===== src/design/avtf_pkg.sv =====
// ============================================================================
// avtf_pkg
// Widths, register indexes and shared types of the averaged temperature
// fan level unit.
// ============================================================================
package avtf_pkg;

    localparam int SAMPLE_W    = 16;
    localparam int THRESH_W    = 16;
    localparam int LIMIT_W     = 32;
    localparam int LIMIT_REGS  = 5;
    localparam int LEVEL_W     = 3;
    localparam int MASK_W      = 5;
    localparam int AVG_W       = 16;
    localparam int CFG_INDEX_W = 3;
    localparam int IN_TDATA_W  = 16;
    localparam int OUT_TDATA_W = 24;

    localparam int DEFAULT_HISTORY_DEPTH = 5;
    localparam int DEFAULT_LEVEL_COUNT   = 6;

    // Configuration register indexes.
    localparam logic [CFG_INDEX_W-1:0] REG_LEVEL1_LIMITS = 3'd0;
    localparam logic [CFG_INDEX_W-1:0] REG_LEVEL2_LIMITS = 3'd1;
    localparam logic [CFG_INDEX_W-1:0] REG_LEVEL3_LIMITS = 3'd2;
    localparam logic [CFG_INDEX_W-1:0] REG_LEVEL4_LIMITS = 3'd3;
    localparam logic [CFG_INDEX_W-1:0] REG_LEVEL5_LIMITS = 3'd4;

    // Status reported by the serial arithmetic units.
    typedef struct packed {
        logic busy;
        logic done;
    } avtf_unit_status_t;

endpackage


===== src/design/averaged_temperature_fan_level_unit.sv =====
// ============================================================================
// averaged_temperature_fan_level_unit
// Moving average of temperature samples driving a multi-level fan control
// with hysteresis.
// ============================================================================
// Usage: one signed temperature sample (1/16 C) enters per transaction on s_;
// each yields one result transaction on m_ with the fan level, the stage mask
// and the averaged temperature. Thresholds are written on the cfg channel,
// which is always ready; writes are expected only while the unit is idle, and
// indexes past the fifth register are ignored.
// Timing: the sample is stored at acceptance. The average comes from a
// bit-serial divider. In parallel, each level test is a shift-and-add
// multiply of the threshold by the fill count, then a compare; a loop
// already at its end (top level or zero) runs no test. The result is loaded
// into the output register once the divider and both loops are done.
// Only one sample is in work; s_tready is high only while the unit waits for
// a sample, so a new sample is taken only after the result of the last one
// has gone into the output register.
// Stalls: the result sits in an output register, so the next sample is taken
// while it waits; a finished result that finds that register still full
// waits until m_tready frees it.
// Reset: clears the history write position, the fill count, the sum, the level
// and the threshold registers; no result is pending after reset.
// ============================================================================
module averaged_temperature_fan_level_unit #(
    parameter int HISTORY_DEPTH = avtf_pkg::DEFAULT_HISTORY_DEPTH,
    parameter int LEVEL_COUNT   = avtf_pkg::DEFAULT_LEVEL_COUNT
) (
    input  logic                                clk,
    input  logic                                rst_n,
    // Sample channel. s_tdata: [15:0] temperature_sample.
    input  logic                                s_tvalid,
    output logic                                s_tready,
    input  logic [avtf_pkg::IN_TDATA_W-1:0]     s_tdata,
    // Result channel. m_tdata: [2:0] fan level, [7:3] fan_stage_mask,
    // [23:8] average_temperature.
    output logic                                m_tvalid,
    input  logic                                m_tready,
    output logic [avtf_pkg::OUT_TDATA_W-1:0]    m_tdata,
    // Configuration write channel.
    input  logic                                cfg_valid,
    output logic                                cfg_ready,
    input  logic [avtf_pkg::CFG_INDEX_W-1:0]    cfg_index,
    input  logic [avtf_pkg::LIMIT_W-1:0]        cfg_data
);
    import avtf_pkg::*;

    // Sum of up to HISTORY_DEPTH 16-bit samples, and threshold times count.
    localparam int CNT_W     = $clog2(HISTORY_DEPTH + 1);
    localparam int SUM_W     = SAMPLE_W + $clog2(HISTORY_DEPTH);
    localparam int PROD_W    = THRESH_W + CNT_W;
    // Highest level that has a threshold register.
    localparam int TOP_LEVEL = (LEVEL_COUNT - 1 > LIMIT_REGS) ? LIMIT_REGS : LEVEL_COUNT - 1;
    localparam int LIDX_W    = $clog2(LIMIT_REGS);

    typedef enum logic [6:0] {
        S_IDLE       = 7'b0000001,
        S_START      = 7'b0000010,
        S_CLIMB      = 7'b0000100,
        S_CLIMB_WAIT = 7'b0001000,
        S_DROP       = 7'b0010000,
        S_DROP_WAIT  = 7'b0100000,
        S_FINISH     = 7'b1000000
    } state_t;

    state_t                     state_reg;
    state_t                     state_next;
    logic [LEVEL_W-1:0]         level_reg;
    logic [LEVEL_W-1:0]         level_next;
    logic [LEVEL_W-1:0]         cur_level_reg;
    logic [LEVEL_W-1:0]         cur_level_next;
    logic [LIMIT_W-1:0]         limit_reg [LIMIT_REGS];
    logic                       m_tvalid_reg;
    logic                       m_tvalid_next;
    logic [OUT_TDATA_W-1:0]     m_tdata_reg;

    logic                       in_accept;
    logic                       load_out;
    logic signed [SUM_W-1:0]    sum;
    logic        [CNT_W-1:0]    count;
    logic signed [PROD_W-1:0]   sum_ext;
    logic signed [PROD_W-1:0]   product;
    logic signed [AVG_W-1:0]    average;
    avtf_unit_status_t          mult_status;
    avtf_unit_status_t          div_status;
    logic                       mult_start;
    logic                       div_start;
    logic [LEVEL_W-1:0]         thresh_level;
    logic [LIMIT_W-1:0]         limit_sel;
    logic signed [THRESH_W-1:0] thresh;
    logic [MASK_W-1:0]          stage_mask;

    assign s_tready  = (state_reg == S_IDLE);
    assign in_accept = s_tvalid && s_tready;
    assign cfg_ready = 1'b1;

    avtf_history #(
        .HISTORY_DEPTH (HISTORY_DEPTH),
        .SUM_W         (SUM_W),
        .CNT_W         (CNT_W)
    ) u_history (
        .clk    (clk),
        .rst_n  (rst_n),
        .push   (in_accept),
        .sample (s_tdata[SAMPLE_W-1:0]),
        .sum    (sum),
        .count  (count)
    );

    // Climbing tests the on threshold of the next level, which lives in the
    // register indexed by the current level; dropping tests the off threshold
    // of the current level.
    assign thresh_level = (state_reg == S_CLIMB) ? level_reg : level_reg - 1'b1;
    assign limit_sel    = (thresh_level < LEVEL_W'(LIMIT_REGS))
                        ? limit_reg[thresh_level[LIDX_W-1:0]] : '0;
    assign thresh       = (state_reg == S_CLIMB) ? limit_sel[LIMIT_W-1:THRESH_W]
                                                 : limit_sel[THRESH_W-1:0];

    avtf_serial_mult #(
        .CNT_W  (CNT_W),
        .PROD_W (PROD_W)
    ) u_mult (
        .clk          (clk),
        .rst_n        (rst_n),
        .start        (mult_start),
        .multiplicand (thresh),
        .multiplier   (count),
        .product      (product),
        .status       (mult_status)
    );

    avtf_serial_div #(
        .SUM_W (SUM_W),
        .CNT_W (CNT_W)
    ) u_div (
        .clk      (clk),
        .rst_n    (rst_n),
        .start    (div_start),
        .dividend (sum),
        .divisor  (count),
        .quotient (average),
        .status   (div_status)
    );

    // Exact comparison of the mean against a threshold: sum against T * count.
    assign sum_ext = PROD_W'(sum);

    always_comb
    begin
        state_next     = state_reg;
        level_next     = level_reg;
        cur_level_next = cur_level_reg;
        mult_start     = 1'b0;
        div_start      = 1'b0;
        load_out       = 1'b0;
        unique case (state_reg)
            S_IDLE:
            begin
                if (in_accept)
                begin
                    level_next = cur_level_reg;
                    state_next = S_START;
                end
            end
            S_START:
            begin
                div_start  = 1'b1;
                state_next = S_CLIMB;
            end
            S_CLIMB:
            begin
                if (level_reg < LEVEL_W'(TOP_LEVEL))
                begin
                    mult_start = 1'b1;
                    state_next = S_CLIMB_WAIT;
                end
                else
                begin
                    state_next = S_DROP;
                end
            end
            S_CLIMB_WAIT:
            begin
                if (mult_status.done)
                begin
                    if (sum_ext > product)
                    begin
                        level_next = level_reg + 1'b1;
                        state_next = S_CLIMB;
                    end
                    else
                    begin
                        state_next = S_DROP;
                    end
                end
            end
            S_DROP:
            begin
                if (level_reg != '0)
                begin
                    mult_start = 1'b1;
                    state_next = S_DROP_WAIT;
                end
                else
                begin
                    state_next = S_FINISH;
                end
            end
            S_DROP_WAIT:
            begin
                if (mult_status.done)
                begin
                    if (sum_ext < product)
                    begin
                        level_next = level_reg - 1'b1;
                        state_next = S_DROP;
                    end
                    else
                    begin
                        state_next = S_FINISH;
                    end
                end
            end
            S_FINISH:
            begin
                if (div_status.done && (!m_tvalid_reg || m_tready))
                begin
                    load_out       = 1'b1;
                    cur_level_next = level_reg;
                    state_next     = S_IDLE;
                end
            end
            default:
            begin
                state_next = S_IDLE;
            end
        endcase
    end

    // Stage i runs when i is below the level.
    always_comb
    begin
        for (int i = 0; i < MASK_W; i++)
        begin
            stage_mask[i] = (LEVEL_W'(i) < level_reg);
        end
    end

    always_comb
    begin
        m_tvalid_next = m_tvalid_reg;
        if (load_out)
        begin
            m_tvalid_next = 1'b1;
        end
        else if (m_tready)
        begin
            m_tvalid_next = 1'b0;
        end
    end

    always_ff @(posedge clk or negedge rst_n)
    begin
        if (!rst_n)
        begin
            state_reg     <= S_IDLE;
            level_reg     <= '0;
            cur_level_reg <= '0;
            m_tvalid_reg  <= 1'b0;
        end
        else
        begin
            state_reg     <= state_next;
            level_reg     <= level_next;
            cur_level_reg <= cur_level_next;
            m_tvalid_reg  <= m_tvalid_next;
        end
    end

    always_ff @(posedge clk)
    begin
        if (load_out)
        begin
            m_tdata_reg <= {average, stage_mask, level_reg};
        end
    end

    // Threshold registers.
    always_ff @(posedge clk or negedge rst_n)
    begin
        if (!rst_n)
        begin
            for (int i = 0; i < LIMIT_REGS; i++)
            begin
                limit_reg[i] <= '0;
            end
        end
        else if (cfg_valid && cfg_ready)
        begin
            unique case (cfg_index)
                REG_LEVEL1_LIMITS: limit_reg[0] <= cfg_data;
                REG_LEVEL2_LIMITS: limit_reg[1] <= cfg_data;
                REG_LEVEL3_LIMITS: limit_reg[2] <= cfg_data;
                REG_LEVEL4_LIMITS: limit_reg[3] <= cfg_data;
                REG_LEVEL5_LIMITS: limit_reg[4] <= cfg_data;
                default:
                begin
                end
            endcase
        end
    end

    assign m_tvalid = m_tvalid_reg;
    assign m_tdata  = m_tdata_reg;

endmodule


===== src/design/avtf_history.sv =====
// ============================================================================
// avtf_history
// Sample ring with write position, fill count and running sum.
// ============================================================================
module avtf_history #(
    parameter int HISTORY_DEPTH = avtf_pkg::DEFAULT_HISTORY_DEPTH,
    parameter int SUM_W         = 19,
    parameter int CNT_W         = 3
) (
    input  logic                                clk,
    input  logic                                rst_n,
    input  logic                                push,
    input  logic signed [avtf_pkg::SAMPLE_W-1:0] sample,
    output logic signed [SUM_W-1:0]             sum,
    output logic        [CNT_W-1:0]             count
);
    import avtf_pkg::*;

    localparam int POS_W = (HISTORY_DEPTH > 1) ? $clog2(HISTORY_DEPTH) : 1;

    logic signed [SAMPLE_W-1:0] ring_reg [HISTORY_DEPTH];
    logic        [POS_W-1:0]    pos_reg;
    logic        [POS_W-1:0]    pos_next;
    logic        [CNT_W-1:0]    filled_reg;
    logic        [CNT_W-1:0]    filled_next;
    logic signed [SUM_W-1:0]    sum_reg;
    logic signed [SUM_W-1:0]    sum_next;
    logic signed [SAMPLE_W-1:0] oldest;
    logic                       full;

    assign full   = (filled_reg == CNT_W'(HISTORY_DEPTH));
    assign oldest = ring_reg[pos_reg];

    always_comb
    begin
        pos_next    = pos_reg;
        filled_next = filled_reg;
        sum_next    = sum_reg;
        if (push)
        begin
            if (pos_reg == POS_W'(HISTORY_DEPTH - 1))
            begin
                pos_next = '0;
            end
            else
            begin
                pos_next = pos_reg + 1'b1;
            end
            if (full)
            begin
                sum_next = sum_reg + SUM_W'(sample) - SUM_W'(oldest);
            end
            else
            begin
                filled_next = filled_reg + 1'b1;
                sum_next    = sum_reg + SUM_W'(sample);
            end
        end
    end

    always_ff @(posedge clk or negedge rst_n)
    begin
        if (!rst_n)
        begin
            pos_reg    <= '0;
            filled_reg <= '0;
            sum_reg    <= '0;
        end
        else
        begin
            pos_reg    <= pos_next;
            filled_reg <= filled_next;
            sum_reg    <= sum_next;
        end
    end

    // The ring holds payload only; entries are read once the ring is full.
    always_ff @(posedge clk)
    begin
        if (push)
        begin
            ring_reg[pos_reg] <= sample;
        end
    end

    assign sum   = sum_reg;
    assign count = filled_reg;

endmodule


===== src/design/avtf_serial_mult.sv =====
// ============================================================================
// avtf_serial_mult
// Shift-and-add multiplier: threshold times fill count, one count bit a cycle.
// ============================================================================
module avtf_serial_mult #(
    parameter int CNT_W  = 3,
    parameter int PROD_W = 19
) (
    input  logic                                 clk,
    input  logic                                 rst_n,
    input  logic                                 start,
    input  logic signed [avtf_pkg::THRESH_W-1:0] multiplicand,
    input  logic        [CNT_W-1:0]              multiplier,
    output logic signed [PROD_W-1:0]             product,
    output avtf_pkg::avtf_unit_status_t          status
);
    import avtf_pkg::*;

    localparam int STEP_W = $clog2(CNT_W + 1);

    logic signed [PROD_W-1:0] acc_reg;
    logic signed [PROD_W-1:0] mcand_reg;
    logic        [CNT_W-1:0]  mplier_reg;
    logic        [STEP_W-1:0] step_reg;
    logic                     busy_reg;
    logic                     done_reg;

    always_ff @(posedge clk or negedge rst_n)
    begin
        if (!rst_n)
        begin
            step_reg <= '0;
            busy_reg <= 1'b0;
            done_reg <= 1'b0;
        end
        else if (start)
        begin
            step_reg <= STEP_W'(CNT_W);
            busy_reg <= 1'b1;
            done_reg <= 1'b0;
        end
        else if (busy_reg)
        begin
            step_reg <= step_reg - 1'b1;
            if (step_reg == STEP_W'(1))
            begin
                busy_reg <= 1'b0;
                done_reg <= 1'b1;
            end
        end
    end

    always_ff @(posedge clk)
    begin
        if (start)
        begin
            acc_reg    <= '0;
            mcand_reg  <= PROD_W'(multiplicand);
            mplier_reg <= multiplier;
        end
        else if (busy_reg)
        begin
            if (mplier_reg[0])
            begin
                acc_reg <= acc_reg + mcand_reg;
            end
            mcand_reg  <= mcand_reg <<< 1;
            mplier_reg <= mplier_reg >> 1;
        end
    end

    assign product     = acc_reg;
    assign status.busy = busy_reg;
    assign status.done = done_reg;

endmodule


===== src/design/avtf_serial_div.sv =====
// ============================================================================
// avtf_serial_div
// Restoring divider: running sum over fill count, one quotient bit a cycle,
// result truncated toward zero.
// ============================================================================
module avtf_serial_div #(
    parameter int SUM_W = 19,
    parameter int CNT_W = 3
) (
    input  logic                              clk,
    input  logic                              rst_n,
    input  logic                              start,
    input  logic signed [SUM_W-1:0]           dividend,
    input  logic        [CNT_W-1:0]           divisor,
    output logic signed [avtf_pkg::AVG_W-1:0] quotient,
    output avtf_pkg::avtf_unit_status_t       status
);
    import avtf_pkg::*;

    localparam int STEP_W = $clog2(SUM_W + 1);

    logic [SUM_W-1:0]  quo_reg;
    logic [CNT_W-1:0]  rem_reg;
    logic [CNT_W-1:0]  div_reg;
    logic              neg_reg;
    logic [STEP_W-1:0] step_reg;
    logic              busy_reg;
    logic              done_reg;
    logic [SUM_W-1:0]  magnitude;
    logic [CNT_W:0]    trial;
    logic [CNT_W:0]    trial_diff;
    logic              fits;
    logic [SUM_W-1:0]  signed_quo;

    assign magnitude  = dividend[SUM_W-1] ? (~dividend + 1'b1) : dividend;
    assign trial      = {rem_reg, quo_reg[SUM_W-1]};
    assign trial_diff = trial - {1'b0, div_reg};
    assign fits       = (trial >= {1'b0, div_reg});

    always_ff @(posedge clk or negedge rst_n)
    begin
        if (!rst_n)
        begin
            step_reg <= '0;
            busy_reg <= 1'b0;
            done_reg <= 1'b0;
        end
        else if (start)
        begin
            step_reg <= STEP_W'(SUM_W);
            busy_reg <= 1'b1;
            done_reg <= 1'b0;
        end
        else if (busy_reg)
        begin
            step_reg <= step_reg - 1'b1;
            if (step_reg == STEP_W'(1))
            begin
                busy_reg <= 1'b0;
                done_reg <= 1'b1;
            end
        end
    end

    always_ff @(posedge clk)
    begin
        if (start)
        begin
            quo_reg <= magnitude;
            rem_reg <= '0;
            div_reg <= divisor;
            neg_reg <= dividend[SUM_W-1];
        end
        else if (busy_reg)
        begin
            // The remainder stays below the divisor, so it fits in CNT_W bits.
            rem_reg <= fits ? trial_diff[CNT_W-1:0] : trial[CNT_W-1:0];
            quo_reg <= {quo_reg[SUM_W-2:0], fits};
        end
    end

    assign signed_quo  = neg_reg ? (~quo_reg + 1'b1) : quo_reg;
    assign quotient    = signed_quo[AVG_W-1:0];
    assign status.busy = busy_reg;
    assign status.done = done_reg;

endmodule


===== config.mk =====
export PLATFORM = sky130hd
export DESIGN_NAME = averaged_temperature_fan_level_unit
export DESIGN_NICKNAME = d
export VERILOG_FILES = /design/src/design/avtf_pkg.sv /design/src/design/averaged_temperature_fan_level_unit.sv /design/src/design/avtf_history.sv /design/src/design/avtf_serial_mult.sv /design/src/design/avtf_serial_div.sv
export SDC_FILE = /design/constraint.sdc
export NUM_CORES = 1
export LEC_CHECK = 0
export BUFFER_PORTS_ARGS = -buffer_cell sky130_fd_sc_hd__buf_4
export CELL_PAD_IN_SITES_DETAIL_PLACEMENT = 0
export CELL_PAD_IN_SITES_GLOBAL_PLACEMENT = 1
export CORE_ASPECT_RATIO = 0.7
export CORE_MARGIN = 2
export CORE_UTILIZATION = 50
export CTS_CLUSTER_DIAMETER = 120
export DETAILED_ROUTE_END_ITERATION = 10
export GPL_TIMING_DRIVEN = 0
export PLACE_DENSITY = 0.8
export SLEW_MARGIN = 20
export SYNTH_ARGS = -nofsm -noshare
export SYNTH_HDL_FRONTEND = slang
export SYNTH_SLANG_ARGS = --single-unit

===== constraint.sdc =====
create_clock -name clk -period 5.55 [get_ports clk]
set_input_delay 1.665 -clock clk [delete_from_list [all_inputs] [get_ports clk]]
set_output_delay 1.665 -clock clk [all_outputs]
set_load 0.02 [all_outputs]

Word-level counts from Yosys, hierarchy flattened:

Memories as Yosys holds them, arrays and structs flattened.
Index checks and enable logic that the tools add are counted.

* output and inout port bits: 27
* memories kept: 1
* bits in registers: 301
* logic and storage cells: 157
* RAM bits: 80

* add/sub/neg operators: 12
* bitwise logic cells: 4
* eq/ne operators: 21
* reductions and logical operators: 24
* magnitude comparators: 11
* multiplexer cells: 58

Memory list
* u_history.ring_reg: words 5, width 16, read ports 1, clocked after Yosys merged registers in 0, wr ports 1, line avtf_history.sv:21 `logic signed [SAMPLE_W-1:0] ring_reg [HISTORY_DEPTH];`

Operator list (number)
* 19-bit two-way mux: 6
* 32-bit binary-select mux with 3-bit select: 1
* 32-bit two-way mux: 3
* 7-bit case mux with 7 select lines: 1
* 7-bit two-way mux: 6
* 16-bit two-way mux: 2
* 3-bit two-way mux: 10
* 1-bit two-way mux: 21
* 5-bit two-way mux: 4
* 2-bit AND reduction: 10
* 19-bit by 1-bit adder with 19-bit output, second input constant: 1
* 19-bit by 16-bit adder with 19-bit output: 1
* 19-bit adder: 1
* 19-bit > comparator: 1
* 19-bit less-than comparator: 1
* 19-bit NOT: 1
* 19-bit by 16-bit subtractor with 19-bit output: 1
* 16-bit by 1-bit adder with 16-bit output, second input constant: 1
* 16-bit NOT: 1
* 2-bit nonzero test: 5
* 3-bit by 1-bit adder with 3-bit output, second input constant: 3
* 3-bit equality test, second input constant: 3
* 3-bit case mux with 3 select lines: 1
* 7-bit by 1-bit equality test with 1-bit output, second input constant: 1
* 33 further kinds: 44

Logic depth before layout (Yosys ltp):

* word-level depth: 9
* depth in mapped cells: 19
* gate-level depth less buffers: 19

Hierarchy:

Synthesis repeated with hierarchy kept, for this count alone.

* cells, all modules: 1720
* area, all modules: 20318.2 um^2

By module, submodules not included
* averaged_temperature_fan_level_unit: sequential area each 5046.1 um^2, times used 1, cells each 671, area each 9366.5 um^2
* avtf_history: sequential area each 3027.9 um^2, times used 1, cells each 522, area each 6000.8 um^2
* avtf_serial_mult: sequential area each 1141.1 um^2, times used 1, cells each 277, area each 2658.8 um^2
* avtf_serial_div: sequential area each 925.9 um^2, times used 1, cells each 250, area each 2292.2 um^2

Worst setup path before layout:

No wires, ideal clock.

* kind: input port to flip-flop
* from: in s_tdata[0] (netlist bit)
* to: reg u_history.sum_reg[11] (netlist: u_history.sum[11])
* setup time: 135 ps
* setup slack: 395 ps
* stages: 18
* data arrival time: 5020 ps
* cells stage by stage: ha_1 > inv_1 > fa_1 > nand2b_1 > a21oi_1 > nor2_1 > xnor2_1 > ha_1 > a21o_1 > o32ai_1 > a21oi_1 > a31o_2 > maj3_1 > maj3_1 > xnor2_1 > nor2_1 > a21oi_1 > o21ai_0

* longest elaborated chain between the ends: 3

RTL lines
* from (decl): line averaged_temperature_fan_level_unit.sv:34 `input logic [avtf_pkg::IN_TDATA_W-1:0] s_tdata,`
* 19-bit by 16-bit adder with 19-bit output *: line avtf_history.sv:51, avtf_history.sv:56
* 19-bit by 16-bit subtractor with 19-bit output: line avtf_history.sv:51 `sum_next = sum_reg + SUM_W'(sample) - SUM_W'(oldest);`
* 19-bit two-way mux *: line avtf_history.sv:49 `if (full)`
* to (signal assigned): line avtf_history.sv:73 `sum_reg <= sum_next;`
* to (decl): line avtf_history.sv:26 `logic signed [SUM_W-1:0] sum_reg;`

Every way passes the cells marked *; elsewhere a longest branch is shown, timed or not.
A chain may end at the register's enable or synchronous reset.

Final worst setup path:

Same ends and word-level chain as after synthesis.

==> flow_metrics.env <==
export IMPL_fin_worst_skew_ns=0.0202
export IMPL_chipWidth_um=243
export IMPL_grt_max_degree=95
export IMPL_crit_type="primary input to flop"
export IMPL_path_max_fanout=6
export IMPL_worstPathRequired_ns=5.95
export IMPL_finalSetupTns_ns=0
export IMPL_dp_hpwl_um=38300
export IMPL_worst_pin_slew_ns=1.02
export IMPL_drive_above_1_share_pct=18.2
export IMPL_routabilityCongestion=0.890
export IMPL_power_frac_comb_pct=8.8
export IMPL_placed_cells=2413
export IMPL_fin_nets=2064
export IMPL_final_common_cell="dfrtp_1"
export IMPL_rsz0062_at_grt="no"
export IMPL_final_antenna_net_count=0
export IMPL_report_final_slew_viol_count=0
export IMPL_hold_path_class="flop to flop"
export IMPL_routed_via_count=14400
export IMPL_first_pass_iters=5
export IMPL_synth_main_ff_cell="dfrtp_1"
export IMPL_finalInstanceArea_um2=22700
export IMPL_syn_nets=1931
export IMPL_clk_pin_slew_worst_paths_ns=0.06
export IMPL_layoutNonFillerInstCount=2485
export IMPL_postSynthRegisterBits=380
export IMPL_avgRoutedWirePerCell_um=20.6
export IMPL_p_int_mw=5.06
export IMPL_grt_first_pass_wirelength_um=79000
export IMPL_async_reset_ff_share_pct=55.3
export IMPL_io_pins=83
export IMPL_sequentialPowerShare_pct=50.1
export IMPL_syn_to_final_growth_pct=13.9
export IMPL_synth_cell_type_count=79
export IMPL_hold_violations=0
export IMPL_antenna_cells=0
export IMPL_cts_made_buffers=39
export IMPL_grt_use_total_pct=24.6
export IMPL_synth_edf_count=148
export IMPL_coreArea_um2=39500
export IMPL_cts_root_buf="clkbuf_16"
export IMPL_via_per_inst=5.80
export IMPL_holdWs_ns=0.475
export IMPL_ys_warn_count=0
export IMPL_cp_end_kind="flop"
export IMPL_p_sw_share_pct=23.2
export IMPL_initial_core_util_pct=50.4
export IMPL_p_clk_share_pct=41.1
export IMPL_yosysSeqAreaShare_pct=50.9
export IMPL_cts_htree_levels=2
export IMPL_cp_start_kind="primary input"
export IMPL_period_needed_ns=5.18
export IMPL_clkLatencyLatePin_ns=0.55
export IMPL_dpl_cell_area_um2=21400
export IMPL_pre_cts_slack_ns=-0.274
export IMPL_post_route_util_pct=57.4
export IMPL_die_y_um=171
export IMPL_clockBufferDepth=3
export IMPL_finalSetupViolations=0
export IMPL_overflow=0
export IMPL_drt_iter0_drc=1217
export IMPL_synthesis_area_um2=19900
export IMPL_power_switching_mw=1.53
export IMPL_setup_slack_ns=0.373
export IMPL_row_count=61
export IMPL_p_leak_nw=9.33
export IMPL_cts_tree="done"
export IMPL_die_area_um2=41500
export IMPL_cts_setup_buffers=0
export IMPL_wl_um=51200
export IMPL_io_buffers=81
export IMPL_syn_inst=1786
export IMPL_grt_pass1_vias=13700
export IMPL_drc=0
export IMPL_avgSynthCellArea_um2=11.2
export IMPL_clock_fmax_mhz=193
export IMPL_finalCritPeriodShare_pct=93.3
export IMPL_antenna_found_initial=1
export IMPL_relSlewSlack_pct=31.8
export IMPL_final_cell_mix="209 x dfrtp_1, 171 x nand2_1, 163 x mux2_2"
export IMPL_p_total_mw=6.59
export IMPL_status="completed"
export IMPL_cp_arrival_ns=5.58
export IMPL_largest_reg_flops=160
export IMPL_p_per_area_nw_per_um2=290
export IMPL_cts_sinks=380
export IMPL_ir_drop_uv=231
export IMPL_postCtsHoldBufs=0
export IMPL_drv_cap=0
-- cell usage after synthesis, types with 22 or more instances --
master | number | area share (%)
clkbuf_1 | 63 | 1.2
inv_1 | 60 | 1.1
dfxtp_1 | 22 | 2.2
nand3_1 | 29 | 0.73
edfxtp_1 | 148 | 22
mux2_2 | 163 | 9.2
o21ai_0 | 110 | 2.8
nand2_1 | 171 | 3.2
ha_1 | 85 | 5.3
dfrtp_1 | 209 | 26
mux2i_1 | 75 | 3.8
a21oi_1 | 97 | 2.4
a21o_1 | 23 | 0.87
xor2_1 | 27 | 1.2
nor2_1 | 123 | 2.3
xnor2_1 | 54 | 2.4
-- per-layer routing --
layer | wire [um] | part of all wire (%) | global-route usage [%]
met1 | 26100 | 51 | 39.4
met2 | 20300 | 40 | 33.5
met3 | 4140 | 8.1 | 5.84
met4 | 601 | 1.2 | 4.48
met5 | 0 | 0 | 0
-- path summary, 6_finish.rpt --
kind                                   start                   to  slack (ns)  depth (start not counted)
max in group asynchronous              rst_n       limit_reg[106]        3.34                          3
min in group asynchronous              rst_n         state_reg[5]        1.01                          1
worst min register to register  level_reg[2]           m_tdata[6]        0.48                          0
worst max-delay path              s_tdata[0]    u_history.sum[11]        0.37                         19
worst max register to register  level_reg[0]  u_mult.mcand_reg[7]        0.65                         10
worst min-delay path            level_reg[2]           m_tdata[6]        0.48                          0
-- power groups by stage --
| stage | clock network, mW | logic (mW) | registers [mW] |
|---|---|---|---|
| after detailed placement | 0 | 0.579 | 3.35 |
| after CTS | 2.75 | 0.580 | 3.30 |
| final | 2.71 | 0.580 | 3.30 |
| after global routing | 2.88 | 0.636 | 3.32 |
| after global placement | 0 | 0.550 | 3.33 |
| after floorplan | 0 | 0.389 | 3.31 |
-- final cells by class --
type | count | area, um2
buffer | 84 | 337
clock buffer | 56 | 1140
clock inverter | 16 | 186
fill | 3441 | 16800
inverter | 62 | 233
multi-input combinational | 1260 | 9290
sequential | 380 | 10100
tap | 535 | 669
timing repair buffer | 92 | 716
-- worst max-delay path, cell delays in order --
cell and delay, ns:
buf_4 0.13, ha_1 0.21, inv_1 0.07, fa_1 0.40, nand2b_1 0.20, a21oi_2 0.25
nor2_1 0.12, xnor2_2 0.16, ha_1 0.33, a21o_1 0.18, o32ai_1 0.22, a21oi_1 0.10
a31o_2 0.30, maj3_1 0.43, maj3_1 0.39, xnor2_1 0.14, nor2_1 0.06, a21oi_1 0.14
o21ai_0 0.09
-- logic make-up after synthesis --
| family | count (synthesis) | share of synthesized area, % |
|---|---|---|
| multiplexers | 243 | 13.5 |
| AND/OR/NAND/NOR | 451 | 10.6 |
| adder cells (fa/ha/maj) | 92 | 5.89 |
| buffers and inverters | 146 | 2.86 |
| XOR/XNOR | 81 | 3.56 |
| flip-flops | 380 | 50.9 |
| AO/OA/AOI/OAI | 392 | 12.7 |
| other | 1 | 0.0188 |
-- timing repair --
action	4_1_cts	5_1_grt
setup endpoints to repair	0	7
hold endpoints to repair	0	0
gates resized for setup	0	3
(Power assumes the default switching activity.)
